## src/rtl/core/sfr_f8_pkg.sv

```systemverilog
// Shared types and constants for the sync frame receiver with Fletcher-8 check.
package sfr_f8_pkg;

    localparam int BUFFER_BYTES_DEF = 256;

    localparam int POS_LEN_START = 4;
    localparam int POS_HDR_END   = 6;
    localparam int FRAME_EXTRA   = 8;

    localparam int CFG_IDX_W = 1;
    localparam int CFG_DATA_W = 8;

    typedef enum logic [0:0] {
        CFG_FIRST_SYNC  = 1'b0,
        CFG_SECOND_SYNC = 1'b1
    } cfg_index_t;

    typedef enum logic [2:0] {
        PH_SYNC1  = 3'd0,
        PH_SYNC2  = 3'd1,
        PH_HEADER = 3'd2,
        PH_LENGTH = 3'd3,
        PH_BODY   = 3'd4
    } phase_t;

    typedef enum logic [1:0] {
        EV_NONE     = 2'd0,
        EV_ACCEPTED = 2'd1,
        EV_CK_ERROR = 2'd2,
        EV_OVERLONG = 2'd3
    } frame_event_t;

    typedef struct packed {
        logic [7:0] rx_byte;
    } in_word_t;

    typedef struct packed {
        logic [1:0]  frame_event;
        logic        payload_valid;
        logic [7:0]  payload_byte;
        logic [7:0]  payload_index;
        logic [7:0]  frame_class;
        logic [7:0]  frame_id;
        logic [15:0] frame_payload_len;
        logic [7:0]  sum_a;
        logic [7:0]  sum_b;
    } out_word_t;

endpackage

```

## src/rtl/core/sfr_f8_stream_if.sv

```systemverilog
// Valid/ready word channel with a typed payload.
interface sfr_f8_stream_if #(
    parameter type payload_t = logic [7:0]
) ();
    logic     valid;
    logic     ready;
    payload_t data;

    modport source (output valid, output data, input ready);
    modport sink   (input valid, input data, output ready);
endinterface

```

## src/rtl/core/sync_frame_receiver_fletcher8_top.sv

```systemverilog
// Sync frame receiver: header parse, payload pass-through and Fletcher-8 check.
//
//  channel  | dir | handshake     | word
//  ---------+-----+---------------+------------------------------------------
//  rx       | in  | valid/ready   | rx_byte
//  result   | out | valid/ready   | frame_event, payload, header, sums
//  cfg      | in  | cfg_we        | cfg_index selects sync byte, cfg_data
//
//  One word per cycle while the output is not stalled: the parser state updates
//  in the cycle a byte is taken and the result goes into a single output register.
//  rx.ready is high while the output register is empty or being drained.
//  rst_n clears the parser to wait for the first sync byte and empties the
//  output register; the sync bytes return to 0xB5 and 0x62.
module sync_frame_receiver_fletcher8_top #(
    parameter int BUFFER_BYTES = sfr_f8_pkg::BUFFER_BYTES_DEF
) (
    input  logic                                clk,
    input  logic                                rst_n,
    input  logic                                cfg_we,
    input  logic [sfr_f8_pkg::CFG_IDX_W-1:0]    cfg_index,
    input  logic [sfr_f8_pkg::CFG_DATA_W-1:0]   cfg_data,
    sfr_f8_stream_if.sink                       rx,
    sfr_f8_stream_if.source                     result
);
    import sfr_f8_pkg::*;

    localparam int CNT_W = $clog2(BUFFER_BYTES + 1);
    localparam int CMP_W = ((CNT_W > 17) ? CNT_W : 17) + 1;

    logic [7:0]      sync1_reg, sync2_reg;
    phase_t          phase_reg, phase_next;
    logic [CNT_W-1:0] count_reg, count_next;
    logic [15:0]     len_reg, len_next;
    logic [7:0]      class_reg, class_next;
    logic [7:0]      id_reg, id_next;
    logic [7:0]      len_lo_reg, len_lo_next;
    logic [7:0]      sum_a_reg, sum_a_next;
    logic [7:0]      sum_b_reg, sum_b_next;
    logic [7:0]      ck_a_reg, ck_a_next;
    logic            out_valid_reg;
    out_word_t       out_word_reg, out_word_next;

    logic             accept;
    logic [7:0]       b;
    logic             overlong;
    phase_t           phase_eff;
    logic [CNT_W-1:0] pos;
    logic [CNT_W-1:0] pos_inc;
    logic [CMP_W-1:0] pos_ext;
    logic [CMP_W-1:0] body_end;
    logic [7:0]       add_a;
    logic [7:0]       add_b;

    assign rx.ready = !out_valid_reg || result.ready;
    assign accept   = rx.valid && rx.ready;
    assign b        = rx.data.rx_byte;

    assign overlong  = (count_reg >= CNT_W'(BUFFER_BYTES));
    assign phase_eff = overlong ? PH_SYNC1 : phase_reg;
    assign pos       = overlong ? '0 : count_reg;
    assign pos_inc   = pos + CNT_W'(1);
    assign pos_ext   = CMP_W'(pos);
    assign body_end  = CMP_W'(POS_HDR_END) + CMP_W'(len_reg);
    assign add_a     = sum_a_reg + b;
    assign add_b     = sum_b_reg + add_a;

    // next parser state
    always_comb
    begin
        phase_next  = phase_eff;
        count_next  = pos;
        len_next    = len_reg;
        class_next  = class_reg;
        id_next     = id_reg;
        len_lo_next = len_lo_reg;
        sum_a_next  = sum_a_reg;
        sum_b_next  = sum_b_reg;
        ck_a_next   = ck_a_reg;
        unique case (phase_eff)
            PH_SYNC1:
            begin
                if (b == sync1_reg)
                begin
                    count_next = CNT_W'(1);
                    phase_next = PH_SYNC2;
                end
                else
                begin
                    count_next = '0;
                end
            end
            PH_SYNC2:
            begin
                if (b == sync2_reg)
                begin
                    count_next = CNT_W'(2);
                    phase_next = PH_HEADER;
                    sum_a_next = '0;
                    sum_b_next = '0;
                end
                else
                begin
                    count_next = '0;
                    phase_next = PH_SYNC1;
                end
            end
            PH_HEADER:
            begin
                sum_a_next = add_a;
                sum_b_next = add_b;
                if (pos == CNT_W'(2))
                    class_next = b;
                else
                    id_next = b;
                count_next = pos_inc;
                if (pos_inc >= CNT_W'(POS_LEN_START))
                    phase_next = PH_LENGTH;
            end
            PH_LENGTH:
            begin
                sum_a_next = add_a;
                sum_b_next = add_b;
                if (pos == CNT_W'(POS_LEN_START))
                    len_lo_next = b;
                else
                    len_next = {b, len_lo_reg};
                count_next = pos_inc;
                if (pos_inc >= CNT_W'(POS_HDR_END))
                    phase_next = PH_BODY;
            end
            default:
            begin
                priority if (pos_ext < body_end)
                begin
                    sum_a_next = add_a;
                    sum_b_next = add_b;
                    count_next = pos_inc;
                end
                else if (pos_ext == body_end)
                begin
                    ck_a_next  = b;
                    count_next = pos_inc;
                end
                else
                begin
                    count_next = '0;
                    phase_next = PH_SYNC1;
                end
            end
        endcase
    end

    // result word
    always_comb
    begin
        out_word_next                   = '0;
        out_word_next.frame_event       = overlong ? EV_OVERLONG : EV_NONE;
        out_word_next.frame_class       = class_next;
        out_word_next.frame_id          = id_next;
        out_word_next.frame_payload_len = len_next;
        out_word_next.sum_a             = sum_a_next;
        out_word_next.sum_b             = sum_b_next;
        if (phase_eff == PH_BODY)
        begin
            priority if (pos_ext < body_end)
            begin
                out_word_next.payload_valid = 1'b1;
                out_word_next.payload_byte  = b;
                out_word_next.payload_index = pos_ext[7:0] - 8'(POS_HDR_END);
            end
            else if (pos_ext == body_end)
            begin
                out_word_next.payload_valid = 1'b0;
            end
            else
            begin
                out_word_next.frame_event = ((ck_a_reg == sum_a_reg) && (b == sum_b_reg))
                                            ? EV_ACCEPTED : EV_CK_ERROR;
            end
        end
    end

    always_ff @(posedge clk or negedge rst_n)
    begin
        if (!rst_n)
        begin
            sync1_reg  <= 8'd181;
            sync2_reg  <= 8'd98;
            phase_reg  <= PH_SYNC1;
            count_reg  <= '0;
            len_reg    <= '0;
            class_reg  <= '0;
            id_reg     <= '0;
            len_lo_reg <= '0;
            sum_a_reg  <= '0;
            sum_b_reg  <= '0;
            ck_a_reg   <= '0;
            out_valid_reg <= 1'b0;
        end
        else
        begin
            if (cfg_we)
            begin
                unique case (cfg_index_t'(cfg_index))
                    CFG_FIRST_SYNC:  sync1_reg <= cfg_data;
                    CFG_SECOND_SYNC: sync2_reg <= cfg_data;
                    default:         sync1_reg <= sync1_reg;
                endcase
            end
            if (accept)
            begin
                phase_reg  <= phase_next;
                count_reg  <= count_next;
                len_reg    <= len_next;
                class_reg  <= class_next;
                id_reg     <= id_next;
                len_lo_reg <= len_lo_next;
                sum_a_reg  <= sum_a_next;
                sum_b_reg  <= sum_b_next;
                ck_a_reg   <= ck_a_next;
                out_valid_reg <= 1'b1;
            end
            else if (result.ready)
            begin
                out_valid_reg <= 1'b0;
            end
        end
    end

    always_ff @(posedge clk)
    begin
        if (accept)
            out_word_reg <= out_word_next;
    end

    assign result.valid = out_valid_reg;
    assign result.data  = out_word_reg;

endmodule

```

## src/flat_wrapper.sv

```systemverilog
// flat-port wrapper written by rule: the top's interface ports become plain ports
module sync_frame_receiver_fletcher8_top_flat import sfr_f8_pkg::*;
#(
    parameter int BUFFER_BYTES = sfr_f8_pkg::BUFFER_BYTES_DEF
)
  (clk, rst_n, cfg_we, cfg_index, cfg_data, rx_valid, rx_data, rx_ready, result_valid, result_data, result_ready);
  sfr_f8_stream_if #(.payload_t(in_word_t)) rx_i ();
  sfr_f8_stream_if #(.payload_t(out_word_t)) result_i ();
  input  logic clk;
  input  logic rst_n;
  input  logic cfg_we;
  input  logic [sfr_f8_pkg::CFG_IDX_W-1:0] cfg_index;
  input  logic [sfr_f8_pkg::CFG_DATA_W-1:0] cfg_data;
  input wire logic [$bits(rx_i.valid)-1:0] rx_valid;
  input wire logic [$bits(rx_i.data)-1:0] rx_data;
  output wire logic [$bits(rx_i.ready)-1:0] rx_ready;
  output wire logic [$bits(result_i.valid)-1:0] result_valid;
  output wire logic [$bits(result_i.data)-1:0] result_data;
  input wire logic [$bits(result_i.ready)-1:0] result_ready;
  assign rx_i.valid = rx_valid;
  assign rx_i.data = rx_data;
  assign rx_ready = rx_i.ready;
  assign result_valid = result_i.valid;
  assign result_data = result_i.data;
  assign result_i.ready = result_ready;
  sync_frame_receiver_fletcher8_top #(.BUFFER_BYTES(BUFFER_BYTES)) u_core (.clk(clk), .rst_n(rst_n), .cfg_we(cfg_we), .cfg_index(cfg_index), .cfg_data(cfg_data), .rx(rx_i), .result(result_i));
endmodule
```

## config.mk

```make
export PLATFORM = sky130hd
export DESIGN_NAME = sync_frame_receiver_fletcher8_top_flat
export DESIGN_NICKNAME = d
export VERILOG_FILES = /design/src/rtl/core/sfr_f8_pkg.sv /design/src/rtl/core/sfr_f8_stream_if.sv /design/src/rtl/core/sync_frame_receiver_fletcher8_top.sv /design/src/flat_wrapper.sv
export SDC_FILE = /design/constraint.sdc
export NUM_CORES = 1
export LEC_CHECK = 0
export BUFFER_PORTS_ARGS = -buffer_cell sky130_fd_sc_hd__buf_4
export CORE_ASPECT_RATIO = 1.4
export CORE_UTILIZATION = 50
export DETAILED_ROUTE_END_ITERATION = 10
export PLACE_DENSITY = 0.74
export RECOVER_POWER = 50
export SLEW_MARGIN = 25
export SYNTH_ARGS = -nofsm -noshare
export SYNTH_HDL_FRONTEND = slang
export SYNTH_SLANG_ARGS = --single-unit
```

## constraint.sdc

```tcl
create_clock -name clk -period 6.9 [get_ports clk]
set_clock_uncertainty 0.1 [all_clocks]
set_input_delay 0.345 -clock clk [delete_from_list [all_inputs] [get_ports clk]]
set_output_delay 0.345 -clock clk [all_outputs]
set_load 0.02 [all_outputs]
```

==> results of run 1 <==
==> worst register-to-register path: cells and delay by family, from the launching register on <==
kind	cells	cell delay, ns
AOI/OAI and AO/OA	5	1.96
and+or+nand+nor	3	0.97
adders and majority gates	2	0.58
DFF	1	0.43
xor gates and xnor gates	1	0.15
buffers and inverters	1	0.09
==> routing by layer <==
layer | vias up | global-route usage [%]
met2 | 174 | 41.8
met4 | 0 | 9.27
met5 | - | 0
met1 | 2899 | 29.1
met3 | 29 | 4.05
li1 | 2705 | -
==> synthesized netlist by cell type (3+ instances only) <==
cell / count
nand2_1: 98
dfrtp_1: 85
edfxtp_1: 67
mux2_2: 65
nor2_1: 57
xnor2_1: 50
ha_1: 30
a22o_1: 25
clkbuf_1: 21
inv_1: 18
o21ai_0: 16
nor2b_1: 14
nand4_1: 13
and2_1: 12
nor3_1: 10
xor2_1: 10
a21oi_1: 9
nand3_1: 9
dfstp_2: 8
nand2b_1: 8
a21o_1: 7
nor4_1: 7
buf_1: 6
buf_2: 5
and3_1: 4
o211ai_1: 4
o21a_1: 4
o2bb2ai_1: 4
a41o_1: 3
o21bai_1: 3
or3_1: 3
==> worst max path at each step <==
| stage | from | end | slack, ns | depth (start not counted) |
|---|---|---|---|---|
| final | u_core.len_reg[1]$_DFFE_PN0P_ | u_core.sum_a_reg[5]$_DFFE_PN0P_ | 2.57 | 12 |
| after global routing | u_core.len_reg[1]$_DFFE_PN0P_ | u_core.sum_b_reg[5]$_DFFE_PN0P_ | 2.25 | 12 |
| after CTS | u_core.len_reg[1]$_DFFE_PN0P_ | u_core.sum_a_reg[4]$_DFFE_PN0P_ | 2.61 | 12 |
| after detailed placement | u_core.len_reg[1]$_DFFE_PN0P_ | u_core.sum_a_reg[5]$_DFFE_PN0P_ | 2.65 | 12 |
| after global placement | u_core.len_reg[1]$_DFFE_PN0P_ | u_core.sum_a_reg[6]$_DFFE_PN0P_ | 2.85 | 12 |
| after floorplan | u_core.result.valid$_DFFE_PN0P_ | u_core.result.data[0]$_DFFE_PP_ | 3.08 | 5 |
==> cells by family after synthesis <==
logic type | share of synthesized area [%]
compound gates | 9.56
xor+xnor | 6.42
fa+ha+maj | 5.08
buf+inv | 2.60
flops | 53.2
mux | 8.95
other cells | 0.0458
simple gates | 14.2
==> cell type report <==
cell class	count	area (sq um)
clock buffers	19	443
clock inverters	13	139
fillers	1416	6790
inverters	18	68.8
multi-input cells	502	3620
flip-flops and latches	160	4350
well taps	199	249
repair buffers	94	449
==> power by group through the flow <==
stage / Clock (mW) / Sequential, mW / Combinational [mW]
6_report: 0.923 / 1.08 / 0.257
3_5_place_dp: 0 / 1.10 / 0.271
4_1_cts: 0.938 / 1.08 / 0.275
5_1_grt: 0.971 / 1.09 / 0.281
3_3_place_gp: 0 / 1.10 / 0.262
2_1_floorplan: 0 / 1.13 / 0.146
==> per-stage QoR <==
step	total power [mW]	setup slack (ns)	cells	utilization (%)
finish	2.26	2.57	1005	57.9
global placement	1.36	2.85	972	55.8
floorplan	1.27	3.08	714	-
CTS	2.30	2.61	1005	59.5
detailed placement	1.37	2.65	972	55.8
global route	2.34	2.25	1005	57.9
==> impl_metrics.toml, run 1 <==
[run_status]
status = "complete, no violations"

[clock_network]
clk_path_buf_depth = 2
cts_resized = 0
clk_pin_slew_ns = 0.07
clock_sinks = 160
cts-buffers-inserted = 17
cts.root.buffer_cell = "clkbuf_16"
htree_levels = 4
cts_tree = "yes"
hold_buffers = 1
clock_latency_ns = 0.43
postCtsSetupBuffers = 0

[detailed_routing]
wl_per_cell_um = 19.1
dr_wl_met2_mm = 10.3
drt_pass1_iterations = 4
via_count = 5807
via_per_inst = 5.78
highest_layer = "met4"
drc = 0
wl_met1_mm = 7.69
drt_iter0_markers = 303
drtAntennaViolNets = 0
route.met3.wl_um = 824
finalWirelength_mm = 19.2

[worst_setup_path]
required_ns = 7.16
cp_cell_sequence = "inv_1 > ha_1 > and4b_1 > nand2_1 > xor2_1 > ha_1 > o21ai_0 > a2111oi_0 > o211ai_2 > o31ai_4 > nand2b_1 > a22o_1"
r2r_cells = 12
worstPathArrival_ns = 4.59
rrSetupSlack_ns = 2.57
path_common_cell = "ha_1"
crit_type = "flop to flop"
critPathLaunchType = "flop"
end_kind = "flop"
slowest_delay_ns = 0.74
rr_startpoint = "u_core.len_reg[1]$_DFFE_PN0P_"
crit_family = "compound AO/OA/AOI/OAI gates"
crit_fanout = 17
path_buf_inv = 1
crit_path_top_delay_cell = "o31ai_4"
timing.rr.end = "u_core.sum_a_reg[5]$_DFFE_PN0P_"

[die]
ios = 91
die_w_um = 110
rows = 55
dieHeight_um = 153
initial_core_util_pct = 50.8
core_area_sq_um = 16100
die_area_sq_um = 16900

[logic_synthesis]
synth-edff-count = 67
ys_ff_latch = 160
async_reset_ff_share_pct = 58.1
yosys.area.top_type = "dfrtp_1"
avgSynthCellArea_sq_um = 11.5
ys_types = 59
syn_nets = 768
synth_area_leaders = "dfrtp_1 (26%), edfxtp_1 (25%), mux2_2 (8.9%)"
yosysSeqAreaShare_pct = 53.2
syn_area_sq_um = 8180
synth_cells = 714
yosys_warnings = 0
yosysTopAreaCellShare_pct = 26.0
synth_top_flop_cell = "dfrtp_1"

[placement]
hpwlAfterDp_mm = 13.3
port_buffers = 90
place_congestion = 0.930
placed_cell_area_sq_um = 8980

[grt]
antenna_found_initial = 0
grt_pass1_vias = 5972
grt_pass1_wl_mm = 30.4
grt_max_degree = 84
grt-ovfl-total = 0
grt_use_total_pct = 24.0

[finish]
largest_reg_flops = 67
antenna_cells = 0
layout-drive-gt1-share_pct = 17.2
layout_commonest_cell = "nand2_1"
layout_common_cells = "nand2_1 (98), dfrtp_1 (85), clkbuf_1 (71)"
area_growth_pct = 13.9
stdcell_area_sq_um = 9320
nNetsFinal = 847

[pwr]
p_sw_share_pct = 27.5
clkPwrFrac_pct = 40.8
power.leakage_nw = 3.90
power_frac_seq_pct = 47.9
comb_power_share_pct = 11.4
intPower_mw = 1.64
power_density_nw_per_um2 = 243
power_switching_uw = 623
irDropWorstVdd_uv = 133

[worst_hold_path]
hold_class = "input pin to flop"
hold_path_end = "u_core.result.valid$_DFFE_PN0P_"
hold_depth = 2
hp-start = "rx_valid"

[timing]
clock.fmax_ghz = 0.231
finalHoldViolCount = 0
fin_worst_hold_slack_ns = 0.0162
slew_headroom_pct = 6.61
finalSetupViolCount = 0
fin_tns_setup_ns = 0
report.final.slew_viol_count = 0
worst_pin_slew_ns = 1.39
fin_crit_sh_pct = 62.7
rsz0062_at_grt = "false"
period_minus_slack_ns = 4.33

[run]
cap_violations = 0
(Power assumes the default switching activity.)
==> run 2: changes to the inputs <==
--- a/config.mk
+++ b/config.mk
@@ -9,7 +9,7 @@
 export CORE_ASPECT_RATIO = 1.4
 export CORE_UTILIZATION = 50
 export DETAILED_ROUTE_END_ITERATION = 10
-export PLACE_DENSITY = 0.74
+export PLACE_DENSITY = 0.76
 export RECOVER_POWER = 50
 export SLEW_MARGIN = 25
 export SYNTH_ARGS = -nofsm -noshare
==> constraint.sdc (replaced) <==
create_clock -name clk -period 3.9 [get_ports clk]
set_clock_uncertainty 0.1 [all_clocks]
set_input_delay 0.195 -clock clk [delete_from_list [all_inputs] [get_ports clk]]
set_output_delay 0.195 -clock clk [all_outputs]
set_load 0.02 [all_outputs]
==> run 2 against run 1 <==
Effect of this change:
- the flow now finishes with violations (max-capacitance violations, max-slew violations)
- clock power grew 76%
- total power rose by 77%
- flip-flop and latch count unchanged
- final area grew 1.6%
- sequential share of layout area shrank 0.72 points
- critical path depth increased by 1
- core utilization rose by 0.91 points
- critical endpoint is now u_core.result.data[62]$_SDFFCE_PN0P_
- largest cell class unchanged
==> impl_metrics.toml, run 2 (same netlist as run 1, synthesis figures left out) <==
[run_status]
status = "complete, but fails checks"
violations = "max-capacitance violations, max-slew violations"

[worst_setup_path]
timing.rr.end = "u_core.result.data[62]$_SDFFCE_PN0P_"
rr_startpoint = "u_core.len_reg[1]$_DFFE_PN0P_"
crit_fanout = 10
required_ns = 3.99
rrSetupSlack_ns = 0.25
crit_type = "flop to flop"
end_kind = "flop"
crit_end = "u_core.result.data[62]$_SDFFCE_PN0P_"
worstPathArrival_ns = 3.74
critPathLaunchType = "flop"
startpoint = "u_core.len_reg[1]$_DFFE_PN0P_"
r2r_cells = 13

[grt]
grt-ovfl-total = 0
antenna_found_initial = 0
grt_pass1_wl_mm = 30.9
grt_max_degree = 73
grt_pass1_vias = 6087
grt_use_total_pct = 24.3

[pwr]
total_power_mw = 4.00
power_density_nw_per_um2 = 423
power.leakage_nw = 3.96
irDropWorstVdd_uv = 216

[clock_network]
cts_tree = "yes"
cts-buffers-inserted = 17
clock_latency_ns = 0.43
clk_path_buf_depth = 2
clk_pin_slew_ns = 0.07
clock_sinks = 160
postCtsSetupBuffers = 0
cts.root.buffer_cell = "clkbuf_16"
htree_levels = 4

[finish]
area_growth_pct = 15.7
layout-drive-gt1-share_pct = 17.5
nNetsFinal = 865
antenna_cells = 0
final_core_util_pct = 58.8
layout_commonest_cell = "nand2_1"
fill_cells = 1352
stdcell_area_sq_um = 9460
fin_cells = 1023
layout_common_cells = "nand2_1 (98), dfrtp_1 (85), clkbuf_1 (75)"
largest_reg_flops = 67
multiInputGateArea_sq_um = 3630
seq_area_sq_um = 4350

[detailed_routing]
drc = 0
drt_iter0_markers = 322
via_count = 5860
drtAntennaViolNets = 0
wl_per_cell_um = 18.7
via_per_inst = 5.73
finalWirelength_mm = 19.1
drt_pass1_iterations = 5

[timing]
worst_pin_slew_ns = 1.77
finalSetupViolCount = 0
clock.fmax_ghz = 0.274
fin_worst_hold_slack_ns = 0.0657
rsz0062_at_grt = "false"
report.final.slew_viol_count = 73
setup_slack_ns = 0.250
fin_tns_setup_ns = 0
period_minus_slack_ns = 3.65
finalHoldViolCount = 0
slew_headroom_pct = -17.9
fin_crit_sh_pct = 93.6

[placement]
post-place-ws_ns = 0.129
place_congestion = 0.874
hpwlAfterDp_mm = 13.4
port_buffers = 90
place_inst = 980
placed_cell_area_sq_um = 9040

[run]
cap_violations = 1

[die]
initial_core_util_pct = 50.8
rows = 55
die_w_um = 110
ios = 91
die_area_sq_um = 16900
dieHeight_um = 153
core_area_sq_um = 16100

[worst_hold_path]
hold_class = "input pin to flop"
==> run 2: changes by cell type in the layout (fill, tap and decap cells not counted), sizes merged <==
| cell | previous run | this run |
|---|---|---|
| buf | 22 | 21 |
| inv | 26 | 22 |
| bufinv | 0 | 1 |
| dlygate4sd3 | 1 | 11 |
| clkinvlp | 1 | 4 |
| clkbuf | 90 | 99 |
==> run 2: where the power goes <==
group | internal [mW] | switching [mW]
clock network | 0.909 | 0.708
registers | 1.87 | 0.0525
logic | 0.174 | 0.293
==> run 2: worst max-delay path, cell delays in order, from the launching register on <==
cell	delay, ns
dfrtp_1	0.44
inv_1	0.08
ha_1	0.29
and4b_1	0.34
nand2_1	0.09
xor2_1	0.16
ha_1	0.29
o21ai_0	0.07
a2111oi_1	0.47
o211ai_2	0.28
buf_4	0.22
o211ai_2	0.18
inv_1	0.19
and2_1	0.21
==> run 2: final cells by class <==
cell class              count  area share (%)
clock buffers              19            4.68
clock inverters            13            1.39
inverters                  18           0.740
multi-input cells         502            38.4
flip-flops and latches    160            46.0
well taps                 199            2.63
repair buffers            112            6.21
==> run 2: what timing repair did <==
action | CTS | global route
setup endpoints to repair | 0 | 48
hold endpoints to repair | 80 | 0
hold buffers | 11 | 0
gates resized for setup | 0 | 3
==> run 2: how the worst min path moves through the flow <==
stage | start | slack (ns) | to | cells after the start
floorplan | rst_n | -0.20 | u_core.ck_a_reg[0]$_DFFE_PN0P_ | 0
global placement | rst_n | 0.26 | u_core.class_reg[3]$_DFFE_PN0P_ | 1
global route | rx_data[5] | 0.06 | u_core.len_lo_reg[5]$_DFFE_PN0P_ | 2
CTS | rx_data[6] | 0.05 | u_core.len_lo_reg[6]$_DFFE_PN0P_ | 2
finish | rx_data[6] | 0.07 | u_core.len_lo_reg[6]$_DFFE_PN0P_ | 2
detailed placement | rst_n | 0.27 | u_core.class_reg[3]$_DFFE_PN0P_ | 1
==> run 2: per-layer routing <==
metal / routed length (um) / vias up / global-route usage [%]
met4: 660 / 0 / 12.0
li1: - / 2725 / -
met3: 951 / 51 / 3.92
met5: 0 / - / 0
met1: 7620 / 2871 / 29.3
met2: 9860 / 213 / 41.5
